===== src/ega_rle_pkg.sv =====
// shared types and constants for the escape-byte run-length span decoder
// no dependencies; imported by the core, front, back and checker modules
package ega_rle_pkg;

  // default limits handed to the top level parameters
  localparam int MAX_WIDTH_DEF  = 1024;
  localparam int MAX_HEIGHT_DEF = 1024;

  // at most this many spans are reported for one input byte
  localparam int MAX_SPANS = 3;

  // queue depths between the parts
  localparam int CMD_FIFO_DEPTH  = 4;
  localparam int SPAN_FIFO_DEPTH = 4;

  // register reset values
  localparam logic [7:0]  ESCAPE_RESET = 8'h02;
  localparam logic [10:0] WIDTH_RESET  = 11'd320;
  localparam logic [10:0] HEIGHT_RESET = 11'd200;

  // configuration register indexes
  typedef enum logic [1:0] {
    REG_ESCAPE_CODE  = 2'd0,
    REG_IMAGE_WIDTH  = 2'd1,
    REG_IMAGE_HEIGHT = 2'd2
  } cfg_reg_t;

  // parser phase, one-hot
  typedef enum logic [2:0] {
    PH_LITERAL = 3'b001,
    PH_COUNT   = 3'b010,
    PH_COLOR   = 3'b100
  } parse_phase_t;

  // one input transaction
  typedef struct packed {
    logic [7:0] stream_byte;
    logic       image_start;
  } byte_item_t;

  // one result transaction
  typedef struct packed {
    logic [9:0] row;
    logic [9:0] start_x;
    logic [9:0] pair_count;
    logic [3:0] left_color;
    logic [3:0] right_color;
    logic       last_span;
  } span_item_t;

  // classified work handed from the front to the back
  typedef struct packed {
    logic       restart;
    logic [7:0] count;
    logic [7:0] color;
  } run_cmd_t;

  // configuration seen by the parts
  typedef struct packed {
    logic [7:0]  escape_code;
    logic [10:0] image_width;
    logic [10:0] image_height;
  } cfg_t;

endpackage


===== src/ega_escape_rle_span_decoder_core.sv =====
// path: a literal byte's span is registered in the command queue and then in the span queue
//   before it is on the result ports and can be popped
// throughput: one byte per cycle while the command queue is not full; a run is walked one row
//   segment per back-end step, while the parser keeps taking bytes until the command queue fills
// reset: synchronous rst clears parser, cursor and both queues, and loads
//   escape code 2, width 320 and height 200
module ega_escape_rle_span_decoder_core #(
  parameter int MAX_WIDTH  = ega_rle_pkg::MAX_WIDTH_DEF,
  parameter int MAX_HEIGHT = ega_rle_pkg::MAX_HEIGHT_DEF
) (
  input  logic                    clk,
  input  logic                    rst,
  input  logic                    push,
  input  ega_rle_pkg::byte_item_t byte_item,
  output logic                    full,
  input  logic                    pop,
  output ega_rle_pkg::span_item_t span_item,
  output logic                    empty,
  input  logic                    cfg_valid,
  output logic                    cfg_ready,
  input  logic [1:0]              cfg_index,
  input  logic [10:0]             cfg_data
);

  import ega_rle_pkg::*;

  cfg_t       cfg;
  logic       item_valid;
  logic       cmd_push;
  run_cmd_t   cmd_in;
  logic       cmd_full;
  logic       cmd_pop;
  run_cmd_t   cmd_out;
  logic       cmd_empty;
  logic       span_push;
  span_item_t span_in;
  logic       span_full;

  assign cfg_ready  = 1'b1;
  assign full       = cmd_full;
  assign item_valid = push && !cmd_full;

  // configuration registers
  always_ff @(posedge clk) begin
    if (rst) begin
      cfg.escape_code  <= ESCAPE_RESET;
      cfg.image_width  <= WIDTH_RESET;
      cfg.image_height <= HEIGHT_RESET;
    end else if (cfg_valid && cfg_ready) begin
      case (cfg_index)
        REG_ESCAPE_CODE:  cfg.escape_code  <= cfg_data[7:0];
        REG_IMAGE_WIDTH:  cfg.image_width  <= cfg_data;
        REG_IMAGE_HEIGHT: cfg.image_height <= cfg_data;
        default:          cfg <= cfg;
      endcase
    end
  end

  // byte parser
  ega_rle_front u_front (
    .clk         (clk),
    .rst         (rst),
    .item_valid  (item_valid),
    .item        (byte_item),
    .escape_code (cfg.escape_code),
    .cmd_push    (cmd_push),
    .cmd         (cmd_in)
  );

  // command queue between parser and span walker
  ega_rle_fifo #(
    .WIDTH ($bits(run_cmd_t)),
    .DEPTH (CMD_FIFO_DEPTH)
  ) u_cmd_fifo (
    .clk   (clk),
    .rst   (rst),
    .push  (cmd_push && item_valid),
    .wdata (cmd_in),
    .full  (cmd_full),
    .pop   (cmd_pop),
    .rdata (cmd_out),
    .empty (cmd_empty)
  );

  // span walker
  ega_rle_back #(
    .MAX_WIDTH  (MAX_WIDTH),
    .MAX_HEIGHT (MAX_HEIGHT)
  ) u_back (
    .clk       (clk),
    .rst       (rst),
    .cfg       (cfg),
    .cmd       (cmd_out),
    .cmd_empty (cmd_empty),
    .cmd_pop   (cmd_pop),
    .span_push (span_push),
    .span      (span_in),
    .span_full (span_full)
  );

  // result queue
  ega_rle_fifo #(
    .WIDTH ($bits(span_item_t)),
    .DEPTH (SPAN_FIFO_DEPTH)
  ) u_span_fifo (
    .clk   (clk),
    .rst   (rst),
    .push  (span_push),
    .wdata (span_in),
    .full  (span_full),
    .pop   (pop),
    .rdata (span_item),
    .empty (empty)
  );

endmodule


===== src/ega_rle_fifo.sv =====
// small synchronous queue with count-based full and empty
// no package dependencies; used for the command queue and the span queue
module ega_rle_fifo #(
  parameter int WIDTH = 1,
  parameter int DEPTH = 4
) (
  input  logic             clk,
  input  logic             rst,
  input  logic             push,
  input  logic [WIDTH-1:0] wdata,
  output logic             full,
  input  logic             pop,
  output logic [WIDTH-1:0] rdata,
  output logic             empty
);

  localparam int AW = (DEPTH > 1) ? $clog2(DEPTH) : 1;
  localparam int CW = $clog2(DEPTH + 1);

  logic [WIDTH-1:0] storage [DEPTH];
  logic [AW-1:0]    wr_ptr;
  logic [AW-1:0]    rd_ptr;
  logic [CW-1:0]    count;
  logic             do_push;
  logic             do_pop;

  assign full    = (count == CW'(DEPTH));
  assign empty   = (count == '0);
  assign do_push = push && !full;
  assign do_pop  = pop && !empty;
  assign rdata   = storage[rd_ptr];

  // entry write
  always_ff @(posedge clk) begin
    if (do_push) begin
      storage[wr_ptr] <= wdata;
    end
  end

  // pointers and fill count
  always_ff @(posedge clk) begin
    if (rst) begin
      wr_ptr <= '0;
      rd_ptr <= '0;
      count  <= '0;
    end else begin
      if (do_push) begin
        wr_ptr <= (wr_ptr == AW'(DEPTH - 1)) ? '0 : wr_ptr + AW'(1);
      end
      if (do_pop) begin
        rd_ptr <= (rd_ptr == AW'(DEPTH - 1)) ? '0 : rd_ptr + AW'(1);
      end
      case ({do_push, do_pop})
        2'b10:   count <= count + CW'(1);
        2'b01:   count <= count - CW'(1);
        default: count <= count;
      endcase
    end
  end

endmodule


===== src/ega_rle_front.sv =====
// front end: byte parser that tracks the escape phase and emits run commands
// depends on ega_rle_pkg
module ega_rle_front (
  input  logic                    clk,
  input  logic                    rst,
  input  logic                    item_valid,
  input  ega_rle_pkg::byte_item_t item,
  input  logic [7:0]              escape_code,
  output logic                    cmd_push,
  output ega_rle_pkg::run_cmd_t   cmd
);

  import ega_rle_pkg::*;

  parse_phase_t phase;
  parse_phase_t phase_next;
  logic [7:0]   held_count;
  logic [7:0]   held_count_next;
  parse_phase_t phase_eff;
  logic [7:0]   held_eff;

  // image start forces the literal phase before the byte is looked at
  assign phase_eff = item.image_start ? PH_LITERAL : phase;
  assign held_eff  = item.image_start ? 8'd0 : held_count;

  // classify the byte
  always_comb begin
    phase_next      = phase_eff;
    held_count_next = held_eff;
    cmd_push        = 1'b0;
    cmd.restart     = item.image_start;
    cmd.count       = 8'd1;
    cmd.color       = item.stream_byte;
    case (phase_eff)
      PH_COUNT: begin
        held_count_next = item.stream_byte;
        phase_next      = PH_COLOR;
      end
      PH_COLOR: begin
        phase_next      = PH_LITERAL;
        held_count_next = 8'd0;
        cmd.count       = held_eff;
        cmd_push        = 1'b1;
      end
      default: begin
        phase_next = PH_LITERAL;
        if (item.stream_byte == escape_code) begin
          // escape: only a cursor restart needs to reach the back end
          phase_next = PH_COUNT;
          cmd.count  = 8'd0;
          cmd_push   = item.image_start;
        end else begin
          cmd_push = 1'b1;
        end
      end
    endcase
  end

  // parser state
  always_ff @(posedge clk) begin
    if (rst) begin
      phase      <= PH_LITERAL;
      held_count <= 8'd0;
    end else if (item_valid) begin
      phase      <= phase_next;
      held_count <= held_count_next;
    end
  end

endmodule


===== src/ega_rle_back.sv =====
// back end: walks the cursor over each run, one row segment per cycle while the span queue is not full
// depends on ega_rle_pkg; reads commands from the command queue
module ega_rle_back #(
  parameter int MAX_WIDTH  = ega_rle_pkg::MAX_WIDTH_DEF,
  parameter int MAX_HEIGHT = ega_rle_pkg::MAX_HEIGHT_DEF
) (
  input  logic                    clk,
  input  logic                    rst,
  input  ega_rle_pkg::cfg_t       cfg,
  input  ega_rle_pkg::run_cmd_t   cmd,
  input  logic                    cmd_empty,
  output logic                    cmd_pop,
  output logic                    span_push,
  output ega_rle_pkg::span_item_t span,
  input  logic                    span_full
);

  import ega_rle_pkg::*;

  localparam int XW = $clog2(MAX_WIDTH + 1);
  localparam int YW = $clog2(MAX_HEIGHT + 1);
  localparam int CW = (XW > 8) ? XW : 8;

  logic          busy;
  logic [7:0]    n_left;
  logic [7:0]    color;
  logic [1:0]    k;
  logic [XW-1:0] cursor_x;
  logic [YW-1:0] cursor_y;

  logic [XW-1:0] w_clamp;
  logic [XW-1:0] w_eff;
  logic [YW-1:0] h_eff;

  logic          src_valid;
  logic [7:0]    src_n;
  logic [7:0]    src_color;
  logic [1:0]    src_k;
  logic [XW-1:0] cx_in;
  logic [YW-1:0] cy_in;
  logic          step;
  logic          zero;

  logic          wrap0;
  logic [XW-1:0] cx0;
  logic [YW-1:0] cy0;
  logic [XW-1:0] room;
  logic [CW-1:0] take_c;
  logic [XW-1:0] cx1;
  logic [7:0]    n1;
  logic          wrap1;
  logic [XW-1:0] cx2;
  logic [YW-1:0] cy2;
  logic          emit;
  logic [1:0]    k_inc;
  logic          more;

  // effective width: clamped and made even
  always_comb begin
    if (cfg.image_width < 11'd2) begin
      w_clamp = XW'(2);
    end else if (32'(cfg.image_width) > 32'(MAX_WIDTH)) begin
      w_clamp = XW'(MAX_WIDTH);
    end else begin
      w_clamp = XW'(cfg.image_width);
    end
    w_eff = w_clamp & ~XW'(1);
  end

  // effective height: clamped
  always_comb begin
    if (cfg.image_height == 11'd0) begin
      h_eff = YW'(1);
    end else if (32'(cfg.image_height) > 32'(MAX_HEIGHT)) begin
      h_eff = YW'(MAX_HEIGHT);
    end else begin
      h_eff = YW'(cfg.image_height);
    end
  end

  // work source: the run in progress, else the queue head
  assign src_valid = busy || !cmd_empty;
  assign src_n     = busy ? n_left : cmd.count;
  assign src_color = busy ? color : cmd.color;
  assign src_k     = busy ? k : 2'd0;
  assign cx_in     = (!busy && cmd.restart) ? '0 : cursor_x;
  assign cy_in     = (!busy && cmd.restart) ? '0 : cursor_y;
  assign step      = src_valid && !span_full;
  assign cmd_pop   = step && !busy;
  assign zero      = (src_n == 8'd0);

  // one row segment of the run
  always_comb begin
    wrap0  = (cx_in >= w_eff);
    cx0    = wrap0 ? '0 : cx_in;
    cy0    = (wrap0 && (cy_in < h_eff)) ? cy_in + YW'(1) : cy_in;
    room   = (w_eff - cx0) >> 1;
    take_c = (CW'(src_n) < CW'(room)) ? CW'(src_n) : CW'(room);
    cx1    = cx0 + XW'({take_c, 1'b0});
    n1     = src_n - 8'(take_c);
    wrap1  = (cx1 >= w_eff);
    cx2    = wrap1 ? '0 : cx1;
    cy2    = (wrap1 && (cy0 < h_eff)) ? cy0 + YW'(1) : cy0;
    emit   = (cy0 < h_eff) && (src_k < 2'(MAX_SPANS));
    k_inc  = src_k + 2'd1;
    // another span follows only if rows and span slots remain
    more   = (n1 != 8'd0) && (cy2 < h_eff) && (k_inc < 2'(MAX_SPANS));
  end

  // span out
  assign span_push        = step && !zero && emit;
  assign span.row         = 10'(cy0);
  assign span.start_x     = 10'(cx0);
  assign span.pair_count  = 10'(take_c);
  assign span.left_color  = src_color[7:4];
  assign span.right_color = src_color[3:0];
  assign span.last_span   = !more;

  // run payload
  always_ff @(posedge clk) begin
    if (step && !zero) begin
      n_left <= n1;
      color  <= src_color;
    end
  end

  // cursor and run control
  always_ff @(posedge clk) begin
    if (rst) begin
      busy     <= 1'b0;
      k        <= 2'd0;
      cursor_x <= '0;
      cursor_y <= '0;
    end else if (step) begin
      if (zero) begin
        cursor_x <= cx_in;
        cursor_y <= cy_in;
        busy     <= 1'b0;
      end else begin
        cursor_x <= cx2;
        cursor_y <= cy2;
        k        <= emit ? k_inc : src_k;
        busy     <= (n1 != 8'd0);
      end
    end
  end

endmodule


===== config.mk =====
export PLATFORM = sky130hd
export DESIGN_NAME = ega_escape_rle_span_decoder_core
export DESIGN_NICKNAME = d
export VERILOG_FILES = /design/src/ega_rle_pkg.sv /design/src/ega_escape_rle_span_decoder_core.sv /design/src/ega_rle_fifo.sv /design/src/ega_rle_front.sv /design/src/ega_rle_back.sv
export SDC_FILE = /design/constraint.sdc
export NUM_CORES = 1
export LEC_CHECK = 0
export BUFFER_PORTS_ARGS = -buffer_cell sky130_fd_sc_hd__buf_2
export CAP_MARGIN = 20
export CORE_UTILIZATION = 55
export DETAILED_ROUTE_END_ITERATION = 7
export GPL_ROUTABILITY_DRIVEN = 1
export MAX_ROUTING_LAYER = met4
export PLACE_DENSITY_LB_ADDON = 0.12
export SLEW_MARGIN = 20
export SYNTH_ARGS = -nofsm -noshare
export SYNTH_HDL_FRONTEND = slang
export SYNTH_SLANG_ARGS = --single-unit

===== constraint.sdc =====
create_clock -name clk -period 14.8 [get_ports clk]
set_clock_uncertainty 0.2 [all_clocks]
set_input_delay 1.48 -clock clk [delete_from_list [all_inputs] [get_ports clk]]
set_output_delay 1.48 -clock clk [all_outputs]
set_load 0.05 [all_outputs]

==> metrics.txt, run 1 <==
WL per Instance 19.9 um; initial antenna violation count 1; first-pass GRT wire length 54000 um; max incr delay on CP 850 ps; R2R cell count 50; minimum clock period 12880 ps; VDD IR max between 100 and 150 uV; core area around 28000 um2; Max clock buf depth 3; min-delay src cfg[12]; GRT Util Overall 0.251; status finished, final reports clean; post-synthesis simple-gate area fraction 0.112; largest net degree at the start of global routing 74; # resized after CTS 0; DRC viols 0; Ports just under 70; share of the yosys chip area belonging to registers 0.560; mapped cell area 15800 um2; Synth Register Bits between 300 and 400; Nets between 1000 and 1500; synth unique cells 78; mux share of post-synthesis cell area 0.100; setup_tns 0 ps; initial DRC count 745; die area 29500 um2; Detail Route Antenna Nets 0; most frequent CP cell a21oi_1; normalized max-slew margin 0.410; # setup viols final 0; die width around 170 um; FMAX 77.7 MHz; number of synthesized flops with an enable pin 240; HPWL after detailed placement between 20000 and 25000 um; Avg Cell Area, Syn ~13 um2; endpoints failing hold 0; die span in y between 150 and 200 um; max-slew violation count 0; total gr overflow 0; Worst EP arrival approximately 13000 ps; DRT Pass-1 Iters 5; RSZ-0062 raised after global routing no; fraction of registers with async set/reset 0; layout cells sized above 1 0.174; row count between 60 and 70; Synth Area in XOR/XNOR 0.0287; TritonCTS Sinks 323; vias per inst about 5.8; H-Tree Depth 2; adder-cell share of the synthesized area 0.0837; Compound-Gate Fraction of Synth Area 0.0884; Hold Path Cell Cnt 2; Worst Setup End Kind flop; worst-path maximum fanout 30; CTS Buf Count 35; period utilization 0.870; number of global-route vias before repair slightly below 10000; Max-Cap Viols 0; final WL roughly 34000 um; TritonCTS clock tree built; critical path launch point type flop; Ys Warns 0; Worst Max-Slew Pin Slew just under 900 ps; pwr/cell area 232 nW/um2; Clock Latency Late Sink 530 ps; vias 10000; final cell count without fillers between 1500 and 2000; # hold bufs at CTS 0; port bufs 67; Initial Utilization 0.564; most common cell after layout, fill and taps aside edfxtp_1; crit path kind reg2reg; Worst-path clk slew 60 ps; largest family of logic cells by synthesized area simple AND/OR/NAND/NOR gates; DP Cell Count approximately 1700; most frequent cells in the layout 240 x edfxtp_1, 98 x ha_1, 97 x nand2_1; cells after synthesis ~1200; predominant post-synthesis flop cell edfxtp_1; area grow syn2layout 11.9%; Critical Path RT roughly 15000 ps; GPL Wtd Cong ~0.94; Root Driver clkbuf_16; post-CTS setup buffer count 0; worst hold path class reg2reg; Crit-path slowest cell dfxtp_1; R2R setup slack between 1500 and 2000 ps; leakage power about 6.7 nW
==> path summary, 6_finish.rpt <==
| check | end |
|---|---|
| hold reg to reg | cfg[12] |
| hold / removal | cfg[12] |
| setup / recovery | u_span_fifo.storage[0][0] |
| setup reg to reg | u_span_fifo.storage[0][0] |
==> cell type report <==
class	instances	area (um2)
fill	2195	10400
sequential	323	8870
multi-input combinational	809	6590
clock buffer	47	992
tap	378	473
timing repair buffer	77	410
inverter	65	244
clock inverter	15	150
antenna	1	2.50
==> per-layer routing <==
| metal | vias up | global-route usage | part of all wire |
|---|---|---|---|
| met5 | - | - | 0 |
| met4 | 0 | 0.0627 | 0.019 |
| met3 | 46 | 0.0380 | 0.056 |
| met2 | 289 | 0.380 | 0.46 |
| met1 | 4907 | 0.356 | 0.47 |
| li1 | 4772 | - | - |
==> synthesized netlist by cell type, types with 5 or more instances <==
cell,number,share of area
xnor2_1,34,0.019
xor2_1,13,0.0072
o21a_1,9,0.0043
edfxtp_1,240,0.45
nor3_1,20,0.0063
a21oi_1,74,0.023
fa_1,5,0.0063
clkbuf_1,27,0.0064
ha_1,98,0.077
dfxtp_1,83,0.10
buf_1,6,0.0014
mux4_2,56,0.080
a211oi_1,5,0.0024
nand2b_1,6,0.0024
o21bai_1,7,0.0033
or3_1,8,0.0032
nand3b_1,9,0.0043
nand3_1,14,0.0044
nand2_1,97,0.023
and2_1,34,0.013
a22oi_1,20,0.0095
a21o_1,22,0.010
and3_1,9,0.0036
mux2i_1,17,0.011
nor4_1,6,0.0024
nand4_1,17,0.0067
mux2_2,14,0.0099
nor2_1,89,0.021
a31oi_1,5,0.0020
o21ai_0,28,0.0088
a22o_1,9,0.0050
inv_1,61,0.014
nor2b_1,12,0.0047
==> flip-flops by register name, indices dropped and copies added, names as in the netlist, 3 cells and up, named ones only <==
name and cells:
u_back.color 8, u_back.cursor_x 11, cfg 29, u_cmd_fifo.count 3
u_front.phase 3, u_back.cursor_y 11, u_cmd_fifo.storage 68, u_front.held_count 8
u_span_fifo.count 3, u_span_fifo.storage 156, u_back.n_left 8
==> critical path, delay by kind of cell, from the launching register on <==
family	cells	cell delay, ps
flip-flops	1	850
XOR/XNOR	3	680
multiplexers	1	400
adder cells (fa/ha/maj)	6	1820
AO/OA/AOI/OAI	23	4690
buffers and inverters	1	220
AND/OR/NAND/NOR	16	3710
==> through the flow <==
| step | setup slack, ps | hold slack (ps) | total power [mW] | cell area, um2 | utilization |
|---|---|---|---|---|---|
| CTS | 1960 | 260 | 4.13 | 17700 | 0.631 |
| global route | 953 | 287 | 4.38 | 17700 | 0.631 |
| global placement | 2520 | 252 | 3.23 | 16600 | 0.590 |
| floorplan | 3930 | 217 | 2.79 | 15900 | - |
| detailed placement | 2090 | 252 | 3.26 | 16600 | 0.590 |
| finish | 1920 | 259 | 4.12 | 17700 | 0.631 |
==> power by group <==
part | switching (mW) | leakage, nW | internal [mW] | total [mW]
sequential | 0.0838 | 2.89 | 1.31 | 1.39
combinational | 1.24 | 3.28 | 0.633 | 1.87
clock | 0.348 | 0.568 | 0.509 | 0.857
total | 1.67 | 6.75 | 2.45 | 4.12
==> cells by family after synthesis <==
group           after synthesis
mux                          87
compound gates              211
simple gates                349
xor+xnor                     49
buf+inv                     107
fa+ha+maj                   103
flops                       323
other cells                   2
No activity file was read; power rests on OpenSTA's default activity.
==> run 2, diff against run 1 <==
--- a/config.mk
+++ b/config.mk
@@ -10,9 +10,9 @@
 export CORE_UTILIZATION = 55
 export DETAILED_ROUTE_END_ITERATION = 7
 export GPL_ROUTABILITY_DRIVEN = 1
-export MAX_ROUTING_LAYER = met4
 export PLACE_DENSITY_LB_ADDON = 0.12
 export SLEW_MARGIN = 20
 export SYNTH_ARGS = -nofsm -noshare
 export SYNTH_HDL_FRONTEND = slang
+export SYNTH_HIERARCHICAL = 1
 export SYNTH_SLANG_ARGS = --single-unit
==> metrics.txt, run 2 <==
crit path kind reg2reg; # setup viols final 0 (unchanged); VDD IR max 122 uV (-13%); DRT Pass-1 Iters 5 (unchanged); R2R cell count 44 (-12%); Switching Fraction 0.396 (-0.00851); antenna cells 0 (-1); HPWL after detailed placement 22900 um (-3.3%); pwr/cell area 227 nW/um2 (-2.2%); Nets 1413 (-1.9%); largest net degree at the start of global routing 94 (+27%); Clk pwr share 0.215 (+0.007); endpoints failing hold 0 (unchanged); biggest regs u_span_fifo/storage (156), u_cmd_fifo/storage (68), cfg (30); mapped cell area 16100 um2 (+1.3%); CTS Buf Count 35 (unchanged); DRC viols 0 (unchanged); # hold bufs at CTS 0 (unchanged); die span in y 173 um (+0.65%); most numerous cell in the Yosys netlist edfxtp_1; post-CTS setup buffer count 0 (unchanged); predominant post-synthesis flop cell edfxtp_1; GPL Wtd Cong 0.936 (-0.30%); final WL 32800 um (-4.2%); Synth Register Bits 324 (+0.31%); GRT Util Overall 0.221 (-0.0302); Worst EP arrival 12180 ps (-730 ps); Clock Latency Late Sink 520 ps (about the same); max incr delay on CP 890 ps (+40 ps); DP Cell Count 1630 (-1.3%); normalized max-slew margin 0.303 (-0.107); worst hold path class reg2reg; most frequent cells in the layout 240 x edfxtp_1, 98 x ha_1, 82 x dfxtp_1; # resized after CTS 0 (unchanged); Crit-path slowest cell dfxtp_1; Hold Path Cell Cnt 2 (unchanged); status finished, final reports clean; final cell count without fillers 1692 (-1.3%); Max clock buf depth 3 (unchanged); top-area cell type share of the netlist area 0.449 (-0.00595); Initial Utilization 0.560 (-0.00478); most frequent CP cell ha_1; port bufs 67 (unchanged); initial antenna violation count 0 (-1); setup_tns 0 ps (unchanged); Max-Cap Viols 0 (unchanged); dominant cell type by area after synthesis edfxtp_1; number of synthesized flops with an enable pin 240 (unchanged); leakage power 6.83 nW (+1.2%); Seq pwr share 0.341 (+0.003); worst-path maximum fanout 27 (-10%); Detail Route Antenna Nets 0 (unchanged); most common cell after layout, fill and taps aside edfxtp_1; Top reg by flops u_span_fifo/storage; number of global-route vias before repair 9379 (-4.0%); layout cells sized above 1 0.175 (+0.00142); FMAX 82.4 MHz (+6.1%); cells after synthesis 1223 (-0.65%); vias per inst 5.74 (-1.6%); Ports 69 (unchanged); max-slew violation count 0 (unchanged); total net switching power 1.60 mW (-4.1%); total gr overflow 0 (unchanged); row count 62 (+1.6%); met3 usage 0.0314 (-0.00652); global route hottest layer met2; first-pass GRT wire length 51500 um (-4.5%); met1 usage 0.335 (-0.0212); Pint 2.43 mW (-0.66%); Ys Warns 6 (+6); Worst-path clk slew 60 ps (about the same); Synth area leaders edfxtp_1 45%, dfxtp_1 10%, mux4_2 7.9%, ha_1 7.6%, mux2i_1 3.0%; Critical Path RT 14840 ps (about the same); initial DRC count 677 (-9.1%); minimum clock period 12140 ps (-737 ps); Gate power share 0.444 (-0.010); critical path launch point type flop; H-Tree Depth 2 (unchanged); final setup margin 2660 ps (+737 ps); Synth top cells by count 240 x edfxtp_1, 98 x ha_1, 84 x dfxtp_1, 75 x inv_1, 75 x nor2_1; Avg Cell Area, Syn 13.1 um2 (+2.0%); WL per Instance 19.4 um (-2.9%); Root Driver clkbuf_16; Worst Setup End Kind flop; area grow syn2layout 10.6%; die width 173 um (+0.65%); fraction of registers with async set/reset 0 (unchanged); met2 usage 0.336 (-0.0440); synth unique cells 77 (-1.3%); vias 9720 (-2.9%); TritonCTS clock tree built; Worst Max-Slew Pin Slew 1050 ps (+160 ps); pre-CTS WS 2840 ps (+745 ps); max reg flops 156 (unchanged); TritonCTS Sinks 324 (+0.31%); die area 29900 um2 (+1.3%); share of the yosys chip area belonging to registers 0.553 (-0.00608); core area 28700 um2 (+2.2%); RSZ-0062 raised after global routing no; period utilization 0.820 (-0.0498)
[run 2: changes by cell type in the layout (fill, tap and decap cells not counted), sizes merged, moves of 11 or more]
cell    change
nand2b     +35
mux2i      +31
nand2      -29
a21oi      -23
nor2       -15
a21o       -12
inv        +11
[run 2: cell families (layout without fill, tap and decap cells)]
group / count (synthesis) / in the layout / synth area share
multiplexers: 115 / 115 / 0.116
AND/OR/NAND/NOR: 337 / 337 / 0.114
AO/OA/AOI/OAI: 161 / 161 / 0.0660
flip-flops: 324 / 324 / 0.553
adder cells (fa/ha/maj): 103 / 103 / 0.0826
XOR/XNOR: 51 / 51 / 0.0287
other: 2 / 4 / 0.000468
buffers and inverters: 130 / 213 / 0.0386
[run 2: per-stage QoR]
step	util	power, mW	hold WS (ps)	instance area [um2]
floorplan	-	2.73	234	16100
global placement	0.579	3.15	258	16600
detailed placement	0.579	3.18	268	16600
CTS	0.619	4.06	274	17800
global route	0.619	4.26	305	17800
finish	0.619	4.03	287	17800
[run 2: final timing paths]
check / endpoint / from / slack (ps)
max: u_span_fifo/storage[3][0] / flop / 2660
max reg2reg: u_span_fifo/storage[3][0] / flop / 2660
min: u_back/k[1] / u_back/k[1] / 290
min reg2reg: u_back/k[1] / u_back/k[1] / 290
[run 2: critical path: cells and delay by family (launching register included)]
family / cells / cell delay (ps)
AND/OR/NAND/NOR: 15 / 3700
AO/OA/AOI/OAI: 17 / 3480
adder cells (fa/ha/maj): 6 / 1900
flip-flops: 1 / 890
multiplexers: 2 / 890
XOR/XNOR: 3 / 540
buffers and inverters: 1 / 240
[run 2: layer usage]
| metal | wire (um) | vias to the layer above | part of all wire |
|---|---|---|---|
| li1 | - | 4660 | - |
| met1 | 15800 | 4757 | 0.48 |
| met2 | 14700 | 266 | 0.45 |
| met3 | 1690 | 37 | 0.051 |
| met4 | 538 | 0 | 0.016 |
| met5 | 0 | - | 0 |
[run 2: layout make-up]
cell class,count,area (um2)
clock buffer,45,935
fill,2259,10900
multi-input combinational,771,6570
sequential,324,8890
timing repair buffer,74,388
tap,384,480
clock inverter,17,210
inverter,77,289
[run 2: power groups by stage]
stage,logic [mW],clock network [mW],registers [mW]
finish,1.79,0.868,1.38
global route,1.95,0.918,1.40
CTS,1.79,0.885,1.38
detailed placement,1.78,0,1.40
global placement,1.77,0,1.39
floorplan,1.37,0,1.36
